--- src/sv/frb_pkg.sv ---
package frb_pkg;

  // Default geometry of the fragment store
  localparam int unsigned MAX_FRAGS_DEF  = 8;
  localparam int unsigned FRAG_BYTES_DEF = 8;

  // Result status codes
  localparam logic [2:0] STAT_PENDING   = 3'd0;
  localparam logic [2:0] STAT_COMPLETE  = 3'd1;
  localparam logic [2:0] STAT_DUPLICATE = 3'd2;
  localparam logic [2:0] STAT_FORMAT    = 3'd3;
  localparam logic [2:0] STAT_BOUNDS    = 3'd4;

  // Register map
  localparam int unsigned APB_AW   = 2;
  localparam logic [1:0]  ADDR_CAP = 2'd0;
  localparam logic [7:0]  CAP_RESET = 8'd64;

  // Stream widths
  localparam int unsigned IN_DATA_W  = 112;
  localparam int unsigned IN_USER_W  = 1;
  localparam int unsigned OUT_DATA_W = 16;
  localparam int unsigned OUT_USER_W = 4;

endpackage

--- src/sv/fragment_reassembly_bitmap_unit.sv ---
// Fragment reassembler: one fragment beat in, one or more result beats out.
// Flow: a decide step; a stored fragment then walks its payload bytes into the
// store, and its single result is loaded once the output is free (errors skip the store).
// A completing fragment instead sums the fragment lengths, checks the capacity,
// then reads out the message byte by byte, stepping past each fragment in turn.
// The block takes one fragment at a time. Reset: asynchronous, active low; assembly
// cleared, capacity set to 64.
module fragment_reassembly_bitmap_unit #(
  parameter int unsigned MAX_FRAGS  = frb_pkg::MAX_FRAGS_DEF,
  parameter int unsigned FRAG_BYTES = frb_pkg::FRAG_BYTES_DEF
) (
  input  logic                             clk_i,
  input  logic                             rst_ni,
  // Fragment in
  input  logic                             s_axis_tvalid,
  output logic                             s_axis_tready,
  // tdata: msg_id[15:0], src_node[23:16], frag_index[31:24], frag_count[39:32],
  //        payload_len[47:40], payload_bytes[111:48]
  input  logic [frb_pkg::IN_DATA_W-1:0]    s_axis_tdata,
  // tuser: is_data_frame[0]
  input  logic [frb_pkg::IN_USER_W-1:0]    s_axis_tuser,
  // Result out
  output logic                             m_axis_tvalid,
  input  logic                             m_axis_tready,
  // tdata: out_byte[7:0], total_length[14:8], zero[15]
  output logic [frb_pkg::OUT_DATA_W-1:0]   m_axis_tdata,
  // tuser: status[2:0], byte_valid[3]
  output logic [frb_pkg::OUT_USER_W-1:0]   m_axis_tuser,
  // tlast: last_result
  output logic                             m_axis_tlast,
  // Configuration
  input  logic                             psel,
  input  logic                             penable,
  input  logic                             pwrite,
  input  logic [frb_pkg::APB_AW-1:0]       paddr,
  input  logic [31:0]                      pwdata,
  output logic [31:0]                      prdata,
  output logic                             pready
);

  localparam int unsigned DEPTH = MAX_FRAGS * FRAG_BYTES;
  localparam int unsigned AW    = (DEPTH > 1) ? $clog2(DEPTH) : 1;
  localparam int unsigned FW    = (MAX_FRAGS > 1) ? $clog2(MAX_FRAGS) : 1;
  localparam int unsigned CW    = $clog2(MAX_FRAGS + 1);
  localparam int unsigned LW    = $clog2(FRAG_BYTES + 1);
  localparam int unsigned TW    = $clog2(DEPTH + 1);
  localparam int unsigned MW    = AW + LW;

  // Sequencer states
  localparam logic [2:0] S_IDLE   = 3'd0;
  localparam logic [2:0] S_DECIDE = 3'd1;
  localparam logic [2:0] S_WRITE  = 3'd2;
  localparam logic [2:0] S_SUM    = 3'd3;
  localparam logic [2:0] S_CHECK  = 3'd4;
  localparam logic [2:0] S_EMIT   = 3'd5;
  localparam logic [2:0] S_PTR    = 3'd6;
  localparam logic [2:0] S_OUT    = 3'd7;

  logic [2:0]  state_q;

  // Latched fragment
  logic        dat_q;
  logic [15:0] id_q;
  logic [7:0]  src_q;
  logic [7:0]  idx_q;
  logic [7:0]  cnt_q;
  logic [7:0]  len_q;
  logic [63:0] pay_q;

  // Assembly state
  logic                 assembling_q;
  logic [15:0]          cur_id_q;
  logic [7:0]           cur_src_q;
  logic [CW-1:0]        exp_cnt_q;
  logic [MAX_FRAGS-1:0] rcv_q;
  logic [LW-1:0]        lens_q [MAX_FRAGS];
  logic [7:0]           cap_q;

  // Sequencer working registers
  logic          full_q;
  logic [2:0]    stat_q;
  logic [FW-1:0] fptr_q;
  logic [LW-1:0] bptr_q;
  logic [TW-1:0] total_q;
  logic [TW-1:0] n_q;

  // Output register
  logic          m_valid_q;
  logic [2:0]    m_stat_q;
  logic [7:0]    m_byte_q;
  logic          m_bval_q;
  logic          m_last_q;
  logic [6:0]    m_total_q;

  logic s_acc;
  logic out_free;
  logic cfg_we;

  // Checks on the latched fragment
  logic                 bad;
  logic                 fresh;
  logic                 mismatch;
  logic                 dup;
  logic [FW-1:0]        idx_f;
  logic [MAX_FRAGS-1:0] rcv_base;
  logic [MAX_FRAGS-1:0] rcv_new;
  logic [MAX_FRAGS-1:0] full_mask;

  // Shared address unit and memory port
  logic [FW-1:0] sel_f;
  logic [AW-1:0] mem_addr;
  logic          mem_we;
  logic          mem_re;
  logic [7:0]    mem_rdata;
  logic [LW-1:0] cur_len;
  logic          load_single;
  logic          load_byte;
  logic          byte_last;

  assign s_axis_tready = (state_q == S_IDLE);
  assign s_acc         = s_axis_tvalid && s_axis_tready;
  assign out_free      = !m_valid_q || m_axis_tready;

  assign cfg_we = psel && penable && pwrite && pready && (paddr == frb_pkg::ADDR_CAP);
  assign pready = 1'b1;
  assign prdata = (paddr == frb_pkg::ADDR_CAP) ? {24'd0, cap_q} : 32'd0;

  assign bad = (cnt_q == 8'd0) || (cnt_q > 8'(MAX_FRAGS)) || (idx_q >= cnt_q) ||
               (len_q > 8'(FRAG_BYTES));
  assign fresh    = !assembling_q || (cur_id_q != id_q) || (cur_src_q != src_q);
  assign mismatch = !fresh && (8'(exp_cnt_q) != cnt_q);
  assign idx_f    = idx_q[FW-1:0];
  assign rcv_base = fresh ? '0 : rcv_q;
  assign dup      = rcv_base[idx_f];
  assign rcv_new  = rcv_base | (MAX_FRAGS'(1) << idx_f);

  always_comb begin
    for (int i = 0; i < MAX_FRAGS; i++) begin
      full_mask[i] = (8'(i) < cnt_q);
    end
  end

  // One address unit serves both the store walk and the readout walk
  assign sel_f    = (state_q == S_WRITE) ? idx_f : fptr_q;
  assign mem_addr = AW'(MW'(sel_f) * MW'(FRAG_BYTES) + MW'(bptr_q));
  assign cur_len  = lens_q[fptr_q];
  assign mem_we   = (state_q == S_WRITE) && (bptr_q < LW'(len_q));
  assign mem_re   = (state_q == S_PTR) && (bptr_q < cur_len);

  assign load_single = (state_q == S_EMIT) && out_free;
  assign load_byte   = (state_q == S_OUT) && out_free;
  assign byte_last   = (n_q + TW'(1)) == total_q;

  frb_ram #(
    .WIDTH (8),
    .DEPTH (DEPTH)
  ) u_store (
    .clk_i   (clk_i),
    .we_i    (mem_we),
    .waddr_i (mem_addr),
    .wdata_i (pay_q[7:0]),
    .re_i    (mem_re),
    .raddr_i (mem_addr),
    .rdata_o (mem_rdata)
  );

  // Sequencer and assembly state
  always_ff @(posedge clk_i or negedge rst_ni) begin
    if (!rst_ni) begin
      state_q      <= S_IDLE;
      assembling_q <= 1'b0;
      cur_id_q     <= '0;
      cur_src_q    <= '0;
      exp_cnt_q    <= '0;
      rcv_q        <= '0;
      cap_q        <= frb_pkg::CAP_RESET;
      full_q       <= 1'b0;
      stat_q       <= frb_pkg::STAT_PENDING;
      fptr_q       <= '0;
      bptr_q       <= '0;
      total_q      <= '0;
      n_q          <= '0;
    end else begin
      if (cfg_we) begin
        cap_q <= pwdata[7:0];
      end
      case (state_q)
        S_IDLE: begin
          if (s_acc) begin
            state_q <= S_DECIDE;
          end
        end
        S_DECIDE: begin
          if (!dat_q) begin
            stat_q  <= frb_pkg::STAT_FORMAT;
            state_q <= S_EMIT;
          end else if (bad) begin
            stat_q  <= frb_pkg::STAT_BOUNDS;
            state_q <= S_EMIT;
          end else if (mismatch) begin
            // Same message, different count: drop the assembly
            assembling_q <= 1'b0;
            cur_id_q     <= '0;
            cur_src_q    <= '0;
            exp_cnt_q    <= '0;
            rcv_q        <= '0;
            stat_q       <= frb_pkg::STAT_FORMAT;
            state_q      <= S_EMIT;
          end else begin
            // A fresh message starts from an empty mask, so it never sees a duplicate
            if (fresh) begin
              assembling_q <= 1'b1;
              cur_id_q     <= id_q;
              cur_src_q    <= src_q;
              exp_cnt_q    <= CW'(cnt_q);
            end
            if (dup) begin
              stat_q  <= frb_pkg::STAT_DUPLICATE;
              state_q <= S_EMIT;
            end else begin
              rcv_q   <= rcv_new;
              full_q  <= (rcv_new == full_mask);
              bptr_q  <= '0;
              state_q <= S_WRITE;
            end
          end
        end
        S_WRITE: begin
          if (bptr_q < LW'(len_q)) begin
            bptr_q <= bptr_q + LW'(1);
          end else if (full_q) begin
            fptr_q  <= '0;
            total_q <= '0;
            state_q <= S_SUM;
          end else begin
            stat_q  <= frb_pkg::STAT_PENDING;
            state_q <= S_EMIT;
          end
        end
        S_SUM: begin
          // Accumulate one fragment length per cycle
          total_q <= total_q + TW'(lens_q[fptr_q]);
          if ((CW+1)'(fptr_q) + (CW+1)'(1) == (CW+1)'(exp_cnt_q)) begin
            state_q <= S_CHECK;
          end else begin
            fptr_q <= fptr_q + FW'(1);
          end
        end
        S_CHECK: begin
          assembling_q <= 1'b0;
          cur_id_q     <= '0;
          cur_src_q    <= '0;
          exp_cnt_q    <= '0;
          rcv_q        <= '0;
          if (9'(total_q) > 9'(cap_q)) begin
            stat_q  <= frb_pkg::STAT_BOUNDS;
            state_q <= S_EMIT;
          end else if (total_q == '0) begin
            stat_q  <= frb_pkg::STAT_COMPLETE;
            state_q <= S_EMIT;
          end else begin
            fptr_q  <= '0;
            bptr_q  <= '0;
            n_q     <= '0;
            state_q <= S_PTR;
          end
        end
        S_EMIT: begin
          if (out_free) begin
            state_q <= S_IDLE;
          end
        end
        S_PTR: begin
          // Skip to the next fragment once this one is read out
          if (bptr_q < cur_len) begin
            state_q <= S_OUT;
          end else begin
            fptr_q <= fptr_q + FW'(1);
            bptr_q <= '0;
          end
        end
        S_OUT: begin
          if (out_free) begin
            n_q    <= n_q + TW'(1);
            bptr_q <= bptr_q + LW'(1);
            state_q <= byte_last ? S_IDLE : S_PTR;
          end
        end
        default: begin
          state_q <= S_IDLE;
        end
      endcase
    end
  end

  // Latched fragment fields and fragment lengths
  always_ff @(posedge clk_i) begin
    if (s_acc) begin
      dat_q <= s_axis_tuser[0];
      id_q  <= s_axis_tdata[15:0];
      src_q <= s_axis_tdata[23:16];
      idx_q <= s_axis_tdata[31:24];
      cnt_q <= s_axis_tdata[39:32];
      len_q <= s_axis_tdata[47:40];
      pay_q <= s_axis_tdata[111:48];
    end else if (mem_we) begin
      // Advance to the next payload byte
      pay_q <= pay_q >> 8;
    end
    if ((state_q == S_DECIDE) && dat_q && !bad && !mismatch && !dup) begin
      lens_q[idx_f] <= LW'(len_q);
    end
  end

  // Output register: a waiting result does not hold off the next fragment
  always_ff @(posedge clk_i or negedge rst_ni) begin
    if (!rst_ni) begin
      m_valid_q <= 1'b0;
    end else if (load_single || load_byte) begin
      m_valid_q <= 1'b1;
    end else if (m_axis_tready) begin
      m_valid_q <= 1'b0;
    end
  end

  always_ff @(posedge clk_i) begin
    if (load_single) begin
      m_stat_q  <= stat_q;
      m_byte_q  <= '0;
      m_bval_q  <= 1'b0;
      m_last_q  <= 1'b1;
      m_total_q <= '0;
    end else if (load_byte) begin
      m_stat_q  <= frb_pkg::STAT_COMPLETE;
      m_byte_q  <= mem_rdata;
      m_bval_q  <= 1'b1;
      m_last_q  <= byte_last;
      m_total_q <= 7'(total_q);
    end
  end

  assign m_axis_tvalid = m_valid_q;
  assign m_axis_tdata  = {1'b0, m_total_q, m_byte_q};
  assign m_axis_tuser  = {m_bval_q, m_stat_q};
  assign m_axis_tlast  = m_last_q;

endmodule

--- src/sv/frb_ram.sv ---
module frb_ram #(
  parameter int unsigned WIDTH = 8,
  parameter int unsigned DEPTH = 64,
  localparam int unsigned AW = (DEPTH > 1) ? $clog2(DEPTH) : 1
) (
  input  logic             clk_i,
  input  logic             we_i,
  input  logic [AW-1:0]    waddr_i,
  input  logic [WIDTH-1:0] wdata_i,
  input  logic             re_i,
  input  logic [AW-1:0]    raddr_i,
  output logic [WIDTH-1:0] rdata_o
);

  logic [WIDTH-1:0] mem_q [DEPTH];
  logic [WIDTH-1:0] rdata_q;

  always_ff @(posedge clk_i) begin
    if (we_i) begin
      mem_q[waddr_i] <= wdata_i;
    end
    if (re_i) begin
      rdata_q <= mem_q[raddr_i];
    end
  end

  assign rdata_o = rdata_q;

endmodule

--- config.mk ---
export PLATFORM = sky130hd
export DESIGN_NAME = fragment_reassembly_bitmap_unit
export DESIGN_NICKNAME = d
export VERILOG_FILES = /design/src/sv/frb_pkg.sv /design/src/sv/fragment_reassembly_bitmap_unit.sv /design/src/sv/frb_ram.sv
export SDC_FILE = /design/constraint.sdc
export NUM_CORES = 1
export LEC_CHECK = 0
export BUFFER_PORTS_ARGS = -buffer_cell sky130_fd_sc_hd__buf_2
export CAP_MARGIN = 20
export CORE_MARGIN = 4
export CORE_UTILIZATION = 40
export CTS_BUF_LIST = sky130_fd_sc_hd__clkbuf_2 sky130_fd_sc_hd__clkbuf_4 sky130_fd_sc_hd__clkbuf_8
export CTS_CLUSTER_SIZE = 14
export DETAILED_ROUTE_END_ITERATION = 7
export HOLD_SLACK_MARGIN = 0.1
export REMOVE_ABC_BUFFERS = 1
export SKIP_CTS_REPAIR_TIMING = 1
export SLEW_MARGIN = 0
export SYNTH_ARGS = -nofsm -noshare
export SYNTH_HDL_FRONTEND = slang
export SYNTH_SLANG_ARGS = --single-unit
--- constraint.sdc ---
create_clock -name clk_i -period 4.81 [get_ports clk_i]
set_input_delay 0.2405 -clock clk_i [delete_from_list [all_inputs] [get_ports clk_i]]
set_output_delay 0.2405 -clock clk_i [all_outputs]
set_load 0.005 [all_outputs]
Yosys cells after proc, flatten, opt, wreduce, memory -nomap -nowiden
Memories as Yosys holds them, arrays and structs flattened. A register that Yosys moved wholly into a read port is not among the register bits.
Index checks and enable logic that the tools add are counted.
{"block": "word_totals", "register_bits": 207, "latchBits": 0, "ramBits": 544, "mem_bits_ro": 0, "inputBits": 154, "output_inout_bits": 56, "mem_count": 2}
{"block": "classes", "addsub": 6, "multipliers": 0, "div": 0, "n_lt_le_gt_ge": 15, "eq_ne": 34, "shifts": 1, "muxes": 88, "bitwise": 4, "n_reduce_logical": 48}
{"name": "u_store.mem_q", "words": 64, "word_bits": 8, "read_ports": 1, "rd_ports_with_merged_regs": 1, "wr": 1, "line": "frb_ram.sv:15", "rtl": "logic [WIDTH-1:0] mem_q [DEPTH];"}
{"name": "lens_q", "words": 8, "word_bits": 4, "read_ports": 1, "rd_ports_with_merged_regs": 0, "wr": 1, "line": "fragment_reassembly_bitmap_unit.sv:76", "rtl": "logic [LW-1:0] lens_q [MAX_FRAGS];"}
{"operator": "$mux 64", "n": 2}
{"operator": "$mux 3", "n": 29}
{"operator": "$mux 8", "n": 10}
{"operator": "$mux 16", "n": 4}
{"operator": "$mux 4", "n": 13}
{"operator": "$mux 7", "n": 5}
{"operator": "$lt 3x8->1 const A", "n": 4}
{"operator": "$pmux 16 s2", "n": 1}
{"operator": "$pmux 8 s2", "n": 2}
{"operator": "$ne 2x2->1 const B", "n": 14}
{"operator": "$pmux 7 s2", "n": 2}
{"operator": "$pmux 3 s8", "n": 1}
{"operator": "$pmux 4 s5", "n": 1}
{"operator": "$gt 8x4->1 const B", "n": 2}
{"operator": "$lt 1x8->1 const A", "n": 2}
{"operator": "$lt 2x8->1 const A", "n": 2}
{"operator": "$ne 16x16->1", "n": 1}
{"operator": "$logic_and 1x1->1", "n": 13}
{"operator": "$eq 3x3->1 const B", "n": 4}
{"operator": "$pmux 3 s4", "n": 1}
{"operator": "$reduce_and 4->1", "n": 3}
{"operator": "$reduce_bool 2->1", "n": 6}
{"operator": "$mux 1", "n": 11}
{"operator": "$reduce_and 10->1", "n": 1}
{"operator": "other kinds (41)", "n": 62}

Longest topological paths before layout
Gate-level depths: netlist of the first run.
{"block": "logic_depth", "depth_word": 11, "ltp_mapped": 13}

By module
A second synthesis of the first run with hierarchy kept.
{"block": "hier_totals", "cells_unflattened": 1918, "area_unflattened_um2": 31820.5}
{"mod": "frb_ram", "n_inst": 1, "cells_per_inst": 993, "area_each_um2": 20365.8, "seq_area_each_um2": 15615.0}
{"mod": "fragment_reassembly_bitmap_unit", "n_inst": 1, "cells_per_inst": 925, "area_each_um2": 11454.7, "seq_area_each_um2": 6637.6}

Least setup slack after synthesis of the first run
No wires, ideal clock.
{"block": "synth_timing", "kind": "register to register", "startpoint": "register state_q[2]", "endpoint": "register pay_q[0] (enable)", "setup_time_ns": 0.433, "arrival_ns": 3.860, "path_slack_ns": 0.517, "path_stages_with_launch": 7, "path_buffers": 3, "cell_sequence": "dfrtp_1 -> clkbuf_1 -> nor3_1 -> and2_0 -> clkbuf_1 -> buf_2 -> nand2b_1"}
{"block": "synth_between", "elab_chain_len": 3}
{"element": "start: declaration", "line": "fragment_reassembly_bitmap_unit.sv:59", "rtl": "logic [2:0] state_q;"}
{"element": "start signal: assignment", "line": "fragment_reassembly_bitmap_unit.sv:286", "rtl": "state_q <= byte_last ? S_IDLE : S_PTR;"}
{"element": "$logic_not 3->1", "line": "fragment_reassembly_bitmap_unit.sv:120", "rtl": "assign s_axis_tready = (state_q == S_IDLE);"}
{"element": "named net s_axis_tready", "line": "fragment_reassembly_bitmap_unit.sv:16", "rtl": "output logic s_axis_tready,"}
{"element": "$logic_and 1x1->1", "line": "fragment_reassembly_bitmap_unit.sv:121", "rtl": "assign s_acc = s_axis_tvalid && s_axis_tready;"}
{"element": "named net s_acc", "line": "fragment_reassembly_bitmap_unit.sv:95", "rtl": "logic s_acc;"}
{"element": "$reduce_bool 2->1 (no line)"}
{"element": "end signal: assignment", "line": "fragment_reassembly_bitmap_unit.sv:305", "rtl": "pay_q <= s_axis_tdata[111:48];"}
{"element": "end signal: assignment", "line": "fragment_reassembly_bitmap_unit.sv:308", "rtl": "pay_q <= pay_q >> 8;"}
{"element": "end: declaration", "line": "fragment_reassembly_bitmap_unit.sv:68", "rtl": "logic [63:0] pay_q;"}
The timed path passes the listed nets, and every way through them passes these cells.
A chain may end at the register's enable or synchronous reset.

Worst setup path in the final report of the first run
{"block": "layout_timing", "startpoint": "register bptr_q[1]", "endpoint": "memory u_store.mem_q[2][7] (enable)"}
{"block": "layout_between", "elab_chain_len": 4}
{"element": "start: declaration", "line": "fragment_reassembly_bitmap_unit.sv:83", "rtl": "logic [LW-1:0] bptr_q;"}
{"element": "start signal: assignment", "line": "fragment_reassembly_bitmap_unit.sv:230", "rtl": "bptr_q <= bptr_q + LW'(1);"}
{"element": "start signal: assignment", "line": "fragment_reassembly_bitmap_unit.sv:285", "rtl": "bptr_q <= bptr_q + LW'(1);"}
{"element": "$lt 4x4->1", "line": "fragment_reassembly_bitmap_unit.sv:147", "rtl": "assign mem_we = (state_q == S_WRITE) && (bptr_q < LW'(len_q));"}
{"element": "$logic_and 1x1->1", "line": "fragment_reassembly_bitmap_unit.sv:147"}
{"element": "$mux 1", "line": "frb_ram.sv:19", "rtl": "if (we_i) begin"}
{"element": "$mux 1 (implied by the code)", "line": "frb_ram.sv:20", "rtl": "mem_q[waddr_i] <= wdata_i;"}
{"element": "end: declaration", "line": "frb_ram.sv:15"}
Several ways; a longest one is shown, not always the timed one.

==> flow_summary.toml, run 1 <==
[setup_path]
cpMaxStageDelayCell = "dfrtp_1"
worstSetupStartpointType = "flop"
cp_max_fo = 30
critical_path.endpoint_type = "flop"
worstPathRequired_ns = 5.26
cp_num_buf_inv = 3
cp_top_family = "simple AND/OR/NAND/NOR gates"
cpPeakStageDelay_ns = 0.76
path_cells = "ha_1, a2111oi_0, a21oi_1, inv_1, nand2_2, buf_4, nor3_1, buf_4"
crit_type = "flop to flop"
path_common_cell = "buf_4"
arrival_ns = 4.32

[synthesis]
yosys.cell_types.count = 71
ys_warn_count = 0
yosys.area_share.simple_pct = 6.40
ys.flop_type = "edfxtp_1"
syn_inst = 1973
ys_ff_latch = 759
synthMuxAreaShare_pct = 3.62
synth_compound_area_share_pct = 11.3
avgSynthCellArea_um2 = 15.4
synth_top_family_by_area = "compound AO/OA/AOI/OAI gates"
ys_seq_area_share_pct = 73.2
synth-edff-count = 668
netlist_area_mm2 = 0.0304
synth-adder-area-share_pct = 1.30
async_flop_share_pct = 9.75
synth-xor-area-share_pct = 1.47
synth_top_cells_by_area = "edfxtp_1 66%, dfrtp_1 6.0%, a22oi_1 3.2%"
yosysTopAreaCell = "edfxtp_1"
yosys.area.top_type_share_pct = 66.0

[power]
finalPower_mw = 17.7
p_per_area_mw_per_mm2 = 486
max-vdd-ir-drop_mv = 0.275
leakage_nw = 12.9

[min_path]
hp-class = "input pin to flop"

[timing]
tightest_slew_ns = 1.04
hold_viol_final = 0
timing.final.ws_setup_ns = 0.942
setup_viol_count_final = 0
drv_slew = 0
timing.fmax_mhz = 259
clock_skew_ns = 0.0385
slew_headroom_pct = 30.7
period_share_pct = 80.4
min_period_ns = 3.87
rsz0062_at_grt = "no"
whs_ns = 0.155

[routing]
postRouteAntennaNets = 0
first_pass_iters = 5
avgRoutedWirePerCell_um = 22.6
dr.first_iter.drc_count = 1748
vias = 19200
wl_mm = 77.8
viasPerCell = 5.57
route.detailed.drc = 0

[place]
port-buffer-count = 159
pre_cts_ws_ns = 0.986
place.gp.congestion = 0.833
dpl.hpwl_mm = 46.1

[job]
maxCapViolations = 0

[finish]
syn2layout_area_growth_pct = 20.3
fillCellCount = 6295
layout-drive-gt1-share_pct = 22.9
final_nets = 2560

[clock_network]
cts_tree = "done"
clockRootBuffer = "clkbuf_8"
h-tree-depth = 3
clock-sinks = 759
clk_path_buf_depth = 3
numCtsBuffers = 118
clk_latency_ns = 0.74
cts.clk_slew.worst_paths_ns = 0.07

[floorplanning]
dieArea_mm2 = 0.0804
num_rows = 100
core_area_mm2 = 0.0748
start_util_pct = 40.6
die_h_um = 284
die_w_um = 284
io_pins = 210

[run_status]
status = "finished, final reports clean"

[global_route]
grt_pass1_vias = 18700
grt_start_max_net_pins = 75
grt_pass1_wl_mm = 114
grt_remaining_overflow = 0
grt_util_all_layers_pct = 18.4
antenna_found_initial = 4
sequential cells by signal, summed over array words and instances, names as in the netlist, 7 cells and up:
signal / cells
n_q: 7
pay_q: 64
src_q: 8
u_store.mem_q: 512
rcv_q: 8
cur_id_q: 16
lens_q: 32
u_store.rdata_o: 8
m_byte_q: 8
len_q: 8
cur_src_q: 8
m_total_q: 7
total_q: 7
cap_q: 8
id_q: 16
idx_q: 8
cnt_q: 8
path summary, 6_finish.rpt:
| path | slack (ns) | cells after the start | end | start |
|---|---|---|---|---|
| setup / recovery | 0.94 | 8 | u_store.mem_q[2][7]$_DFFE_PP_ | bptr_q[1]$_DFFE_PN0P_ |
| hold / removal | 0.16 | 3 | cap_q[5]$_DFFE_PN0P_ | penable |
| setup reg to reg | 0.94 | 8 | u_store.mem_q[2][7]$_DFFE_PP_ | bptr_q[1]$_DFFE_PN0P_ |
| hold reg to reg | 0.44 | 2 | m_total_q[6]$_SDFFE_PP0P_ | m_total_q[6]$_SDFFE_PP0P_ |
| max in group asynchronous | 3.43 | 4 | cur_src_q[2]$_DFFE_PN0P_ | rst_ni |
| min in group asynchronous | 0.64 | 4 | cur_src_q[4]$_DFFE_PN0P_ | rst_ni |
power breakdown:
group          leakage, nW  switching [mW]  total, mW  internal [mW]
Sequential            7.12           0.395       8.47           8.07
Clock                 1.29            2.52       5.59           3.07
Combinational         4.49            2.33       3.69           1.36
final cells by class:
class / count / area [µm²] / share of cell area (%)
antenna: 2 / 5.00 / 0.0137
timing repair buffer: 401 / 3020 / 8.26
tap: 969 / 1210 / 3.32
sequential: 759 / 22300 / 60.9
clock buffer: 163 / 1990 / 5.45
clock inverter: 57 / 467 / 1.28
multi-input combinational: 1061 / 7480 / 20.5
inverter: 34 / 128 / 0.349
worst register-to-register path: cells and delay by family (launching register included):
family	cells	cell delay, ns
and+or+nand+nor	2	0.94
buffers and inverters	3	0.90
DFF	1	0.76
AOI/OAI and AO/OA	2	0.63
adders and majority gates	1	0.35
synthesized netlist by cell type, types with 2 or more instances:
master,number
a211o_1,5
a211oi_1,6
a21o_1,12
a21oi_1,20
a221oi_1,65
a22o_1,70
a22oi_1,130
a31oi_1,70
and2_1,7
and3_1,17
buf_1,15
buf_2,18
buf_4,28
clkbuf_1,81
conb_1,2
dfrtp_1,73
dfxtp_1,17
edfxtp_1,668
ha_1,30
inv_1,34
mux2_2,73
mux2i_1,5
mux4_2,9
nand2_1,139
nand2b_1,8
nand3_1,31
nand4_1,5
nor2_1,43
nor2b_1,6
nor3_1,81
nor3b_1,2
nor4_1,30
o211ai_1,2
o21a_1,2
o21ai_0,61
o2bb2ai_1,2
o31ai_1,9
or2_2,2
or3_1,12
or3b_2,2
or4_1,2
xnor2_1,18
xor2_1,33
logic make-up after synthesis:
group | after synthesis
AOI/OAI and AO/OA | 468
muxes | 88
xor gates and xnor gates | 51
adders and majority gates | 31
DFF | 759
and+or+nand+nor | 397
buffers and inverters | 177
other | 2
layer usage:
layer / part of all wire (%) / global-route usage, % / routed length [µm]
met5: 0 / 0 / 0
met4: 2.9 / 5.82 / 2240
met3: 7.5 / 4.18 / 5800
met2: 48 / 30.1 / 37300
met1: 42 / 24.5 / 32500
cell usage in the layout, fill, tap and decap left out, types with 7 or more instances in the layout:
cell type / netlist / routed
nor4_1: 30 / 30
a22oi_1: 130 / 130
mux4_2: 9 / 9
dfrtp_1: 73 / 73
a21oi_1: 20 / 19
nand2_1: 139 / 138
clkbuf_4: 0 / 40
buf_2: 18 / 158
or3_1: 12 / 12
nand2b_1: 8 / 7
ha_1: 30 / 30
buf_4: 28 / 105
mux2_2: 73 / 73
dfxtp_1: 17 / 17
a31oi_1: 70 / 70
bufinv_16: 0 / 7
dlygate4sd3_1: 0 / 133
and3_1: 17 / 16
clkbuf_8: 0 / 123
o21ai_0: 61 / 60
o31ai_1: 9 / 9
nor2_1: 43 / 41
clkinv_2: 0 / 14
clkinv_1: 0 / 29
xor2_1: 33 / 33
a21o_1: 12 / 12
nand3_1: 31 / 31
a22o_1: 70 / 70
conb_1: 2 / 26
edfxtp_1: 668 / 668
a221oi_1: 65 / 65
inv_1: 34 / 34
nor3_1: 81 / 80
xnor2_1: 18 / 18
metrics by stage:
step	area [µm²]	std cells	setup TNS (ns)	util, %
after floorplan	29800	1854	-234.16	-
after global placement	32700	3090	0	43.7
after detailed placement	32700	3090	0	43.7
after CTS	35200	3310	0	47.0
after global routing	36600	3446	0	48.9
final	36600	3446	0	48.9
(Power assumes the default switching activity.)
==> inputs of run 2 (changes only) <==
--- a/config.mk
+++ b/config.mk
@@ -5,6 +5,7 @@
 export SDC_FILE = /design/constraint.sdc
 export NUM_CORES = 1
 export LEC_CHECK = 0
+export ABC_AREA = 1
 export BUFFER_PORTS_ARGS = -buffer_cell sky130_fd_sc_hd__buf_2
 export CAP_MARGIN = 20
 export CORE_MARGIN = 4
==> constraint.sdc (replaced) <==
create_clock -name clk_i -period 3.6 [get_ports clk_i]
set_input_delay 0.18 -clock clk_i [delete_from_list [all_inputs] [get_ports clk_i]]
set_output_delay 0.18 -clock clk_i [all_outputs]
set_load 0.005 [all_outputs]
==> flow_summary.toml, run 2 <==
[timing]
drv_slew = 0
setup-tns-final_ns = 0
whs_ns = 0.0754
rsz0062_at_grt = "yes"
min_period_ns = 3.43
tightest_slew_ns = 0.850
period_share_pct = 95.3
setup_viol_count_final = 0
hold_viol_final = 0
timing.final.ws_setup_ns = 0.169
slew_headroom_pct = 43.2
clock_skew_ns = 0.0451
timing.fmax_mhz = 291

[routing]
viasPerCell = 5.25
vias = 22200
dr_wl_met2_mm = 43.1
dr.first_iter.drc_count = 1976
top_layer = "met4"
wl_met3_mm = 5.65
first_pass_iters = 6
avgRoutedWirePerCell_um = 20.5
wl_met1_mm = 34.9
postRouteAntennaNets = 0
route.detailed.drc = 0
wl_mm = 86.4

[run_status]
status = "finished, final reports clean"

[global_route]
grt_start_max_net_pins = 65
grt_util_all_layers_pct = 20.0
grt_pass1_wl_mm = 126
antenna_found_initial = 4
grt_remaining_overflow = 0
grt_pass1_vias = 21400

[place]
pre_cts_ws_ns = 0.109
port-buffer-count = 159
dpl.hpwl_mm = 55.1
place.gp.congestion = 0.926

[synthesis]
ys.flop_type = "edfxtp_1"
synth_common_cells = "668 x edfxtp_1, 651 x nand2_1, 211 x nor2_1, 198 x inv_1, 84 x a22oi_1"
async_flop_share_pct = 9.75
synth.most_common_cell = "edfxtp_1"
avgSynthCellArea_um2 = 12.1
yosysTopAreaCell = "edfxtp_1"
netlist_area_mm2 = 0.0315
yosys.area.top_type_share_pct = 63.7
ys_seq_area_share_pct = 70.7
synth-edff-count = 668
yosys.cell_types.count = 64
ys_warn_count = 0
ys_ff_latch = 759
syn_inst = 2603
synth_top_cells_by_area = "edfxtp_1 64%, nand2_1 7.8%, dfrtp_1 5.8%"

[clock_network]
cts.clk_slew.worst_paths_ns = 0.07
h-tree-depth = 4
clk_latency_ns = 0.77
clk_path_buf_depth = 3
numCtsBuffers = 130
cts_tree = "done"
clock-sinks = 759
clockRootBuffer = "clkbuf_8"

[power]
leakage_nw = 14.8
max-vdd-ir-drop_mv = 0.313
p_per_area_mw_per_mm2 = 636

[setup_path]
cp_max_fo = 12
worstSetupStartpointType = "flop"
critical_path.endpoint_type = "flop"
setup.worst_path.start = "state_q[0]$_DFFE_PN0P_"
worstPathRequired_ns = 4.07
arrival_ns = 3.90
crit_type = "flop to flop"
r2r_cells = 12
rr_startpoint = "state_q[0]$_DFFE_PN0P_"

[floorplanning]
start_util_pct = 40.5
num_rows = 102
io_pins = 210
core_area_mm2 = 0.0777
die_h_um = 289
dieArea_mm2 = 0.0833
die_w_um = 289

[finish]
layout_common_cells = "668 x edfxtp_1, 649 x nand2_1, 206 x nor2_1"
final_util_pct = 49.2
layout_commonest_cell = "edfxtp_1"
top_register = "u_store.mem_q"
final_nets = 3261
syn2layout_area_growth_pct = 21.5
reg.largest.list = "u_store.mem_q: 512 flops, pay_q: 64 flops, lens_q: 32 flops"
layout-drive-gt1-share_pct = 18.1
largest_reg_flops = 512

[min_path]
whs_path_depth = 3
hp-class = "input pin to flop"
hold_start = "pwrite"

[job]
maxCapViolations = 0
run 2: cell types whose count changed in the layout (fill, tap and decap cells not counted), moves of 55 or more:
cell,delta
nand2_1,+511
nor2_1,+165
inv_1,+161
mux2_2,-73
nor3_1,-68
a31oi_1,-62
nand4_1,+55
run 2: routing by layer:
metal / global-route usage, % / vias to the layer above
met1: 25.7 / 10900
met4: 7.17 / 0
met2: 33.8 / 851
li1: - / 10200
met3: 3.87 / 189
met5: 0 / -
run 2: path summary, 6_finish.rpt:
check,endpoint,slack (ns)
worst max-delay path,u_store.mem_q[23][0]$_DFFE_PP_,0.17
worst min-delay path,cap_q[2]$_DFFE_PN0P_,0.08
worst max register to register,u_store.mem_q[23][0]$_DFFE_PP_,0.17
worst min register to register,m_total_q[6]$_SDFFE_PP0P_,0.46
max in group asynchronous,cap_q[6]$_DFFE_PN1P_,2.64
min in group asynchronous,cur_id_q[5]$_DFFE_PN0P_,0.55
run 2: power breakdown:
part / internal (mW) / total, mW / switching, mW
Clock: 4.27 / 7.78 / 3.51
Sequential: 10.9 / 11.4 / 0.465
Combinational: 1.62 / 5.17 / 3.55
run 2: kinds of logic after synthesis:
family	Yosys count	synth area share [%]
and+or+nand+nor	1065	14.3
DFF	759	70.7
AOI/OAI and AO/OA	384	8.44
buffers and inverters	338	4.54
adders and majority gates	31	1.26
xor gates and xnor gates	24	0.727
other	2	0.0239
run 2: final cells by class:
type                            instances  area, µm²
Multi-Input combinational cell       1530       7920
Tap cell                             1040       1300
Fill cell                            6752      39500
Clock inverter                         49        369
Inverter                              221        831
Clock buffer                          182       2240
Sequential cell                       759      22300
Antenna cell                            5       12.5
Timing Repair Buffer                  434       3340
run 2: critical path, cell delays in order, from the launching register on:
cell     delay, ns
dfrtp_1       0.46
inv_2         0.18
nand2_4       0.09
nor2_4        0.28
o21ai_0       0.26
ha_1          0.26
ha_1          0.40
inv_1         0.18
nor3_4        0.26
inv_2         0.12
buf_4         0.16
nor2_1        0.25
buf_4         0.21
run 2: stage by stage:
| step | cell area (µm²) | instances | power [mW] |
|---|---|---|---|
| finish | 38300 | 4220 | 24.4 |
| global route | 38300 | 4219 | 25.6 |
| CTS | 36800 | 4074 | 24.4 |
| detailed placement | 34200 | 3843 | 16.6 |
| global placement | 34200 | 3843 | 16.4 |
| floorplan | 31000 | 2510 | 14.6 |
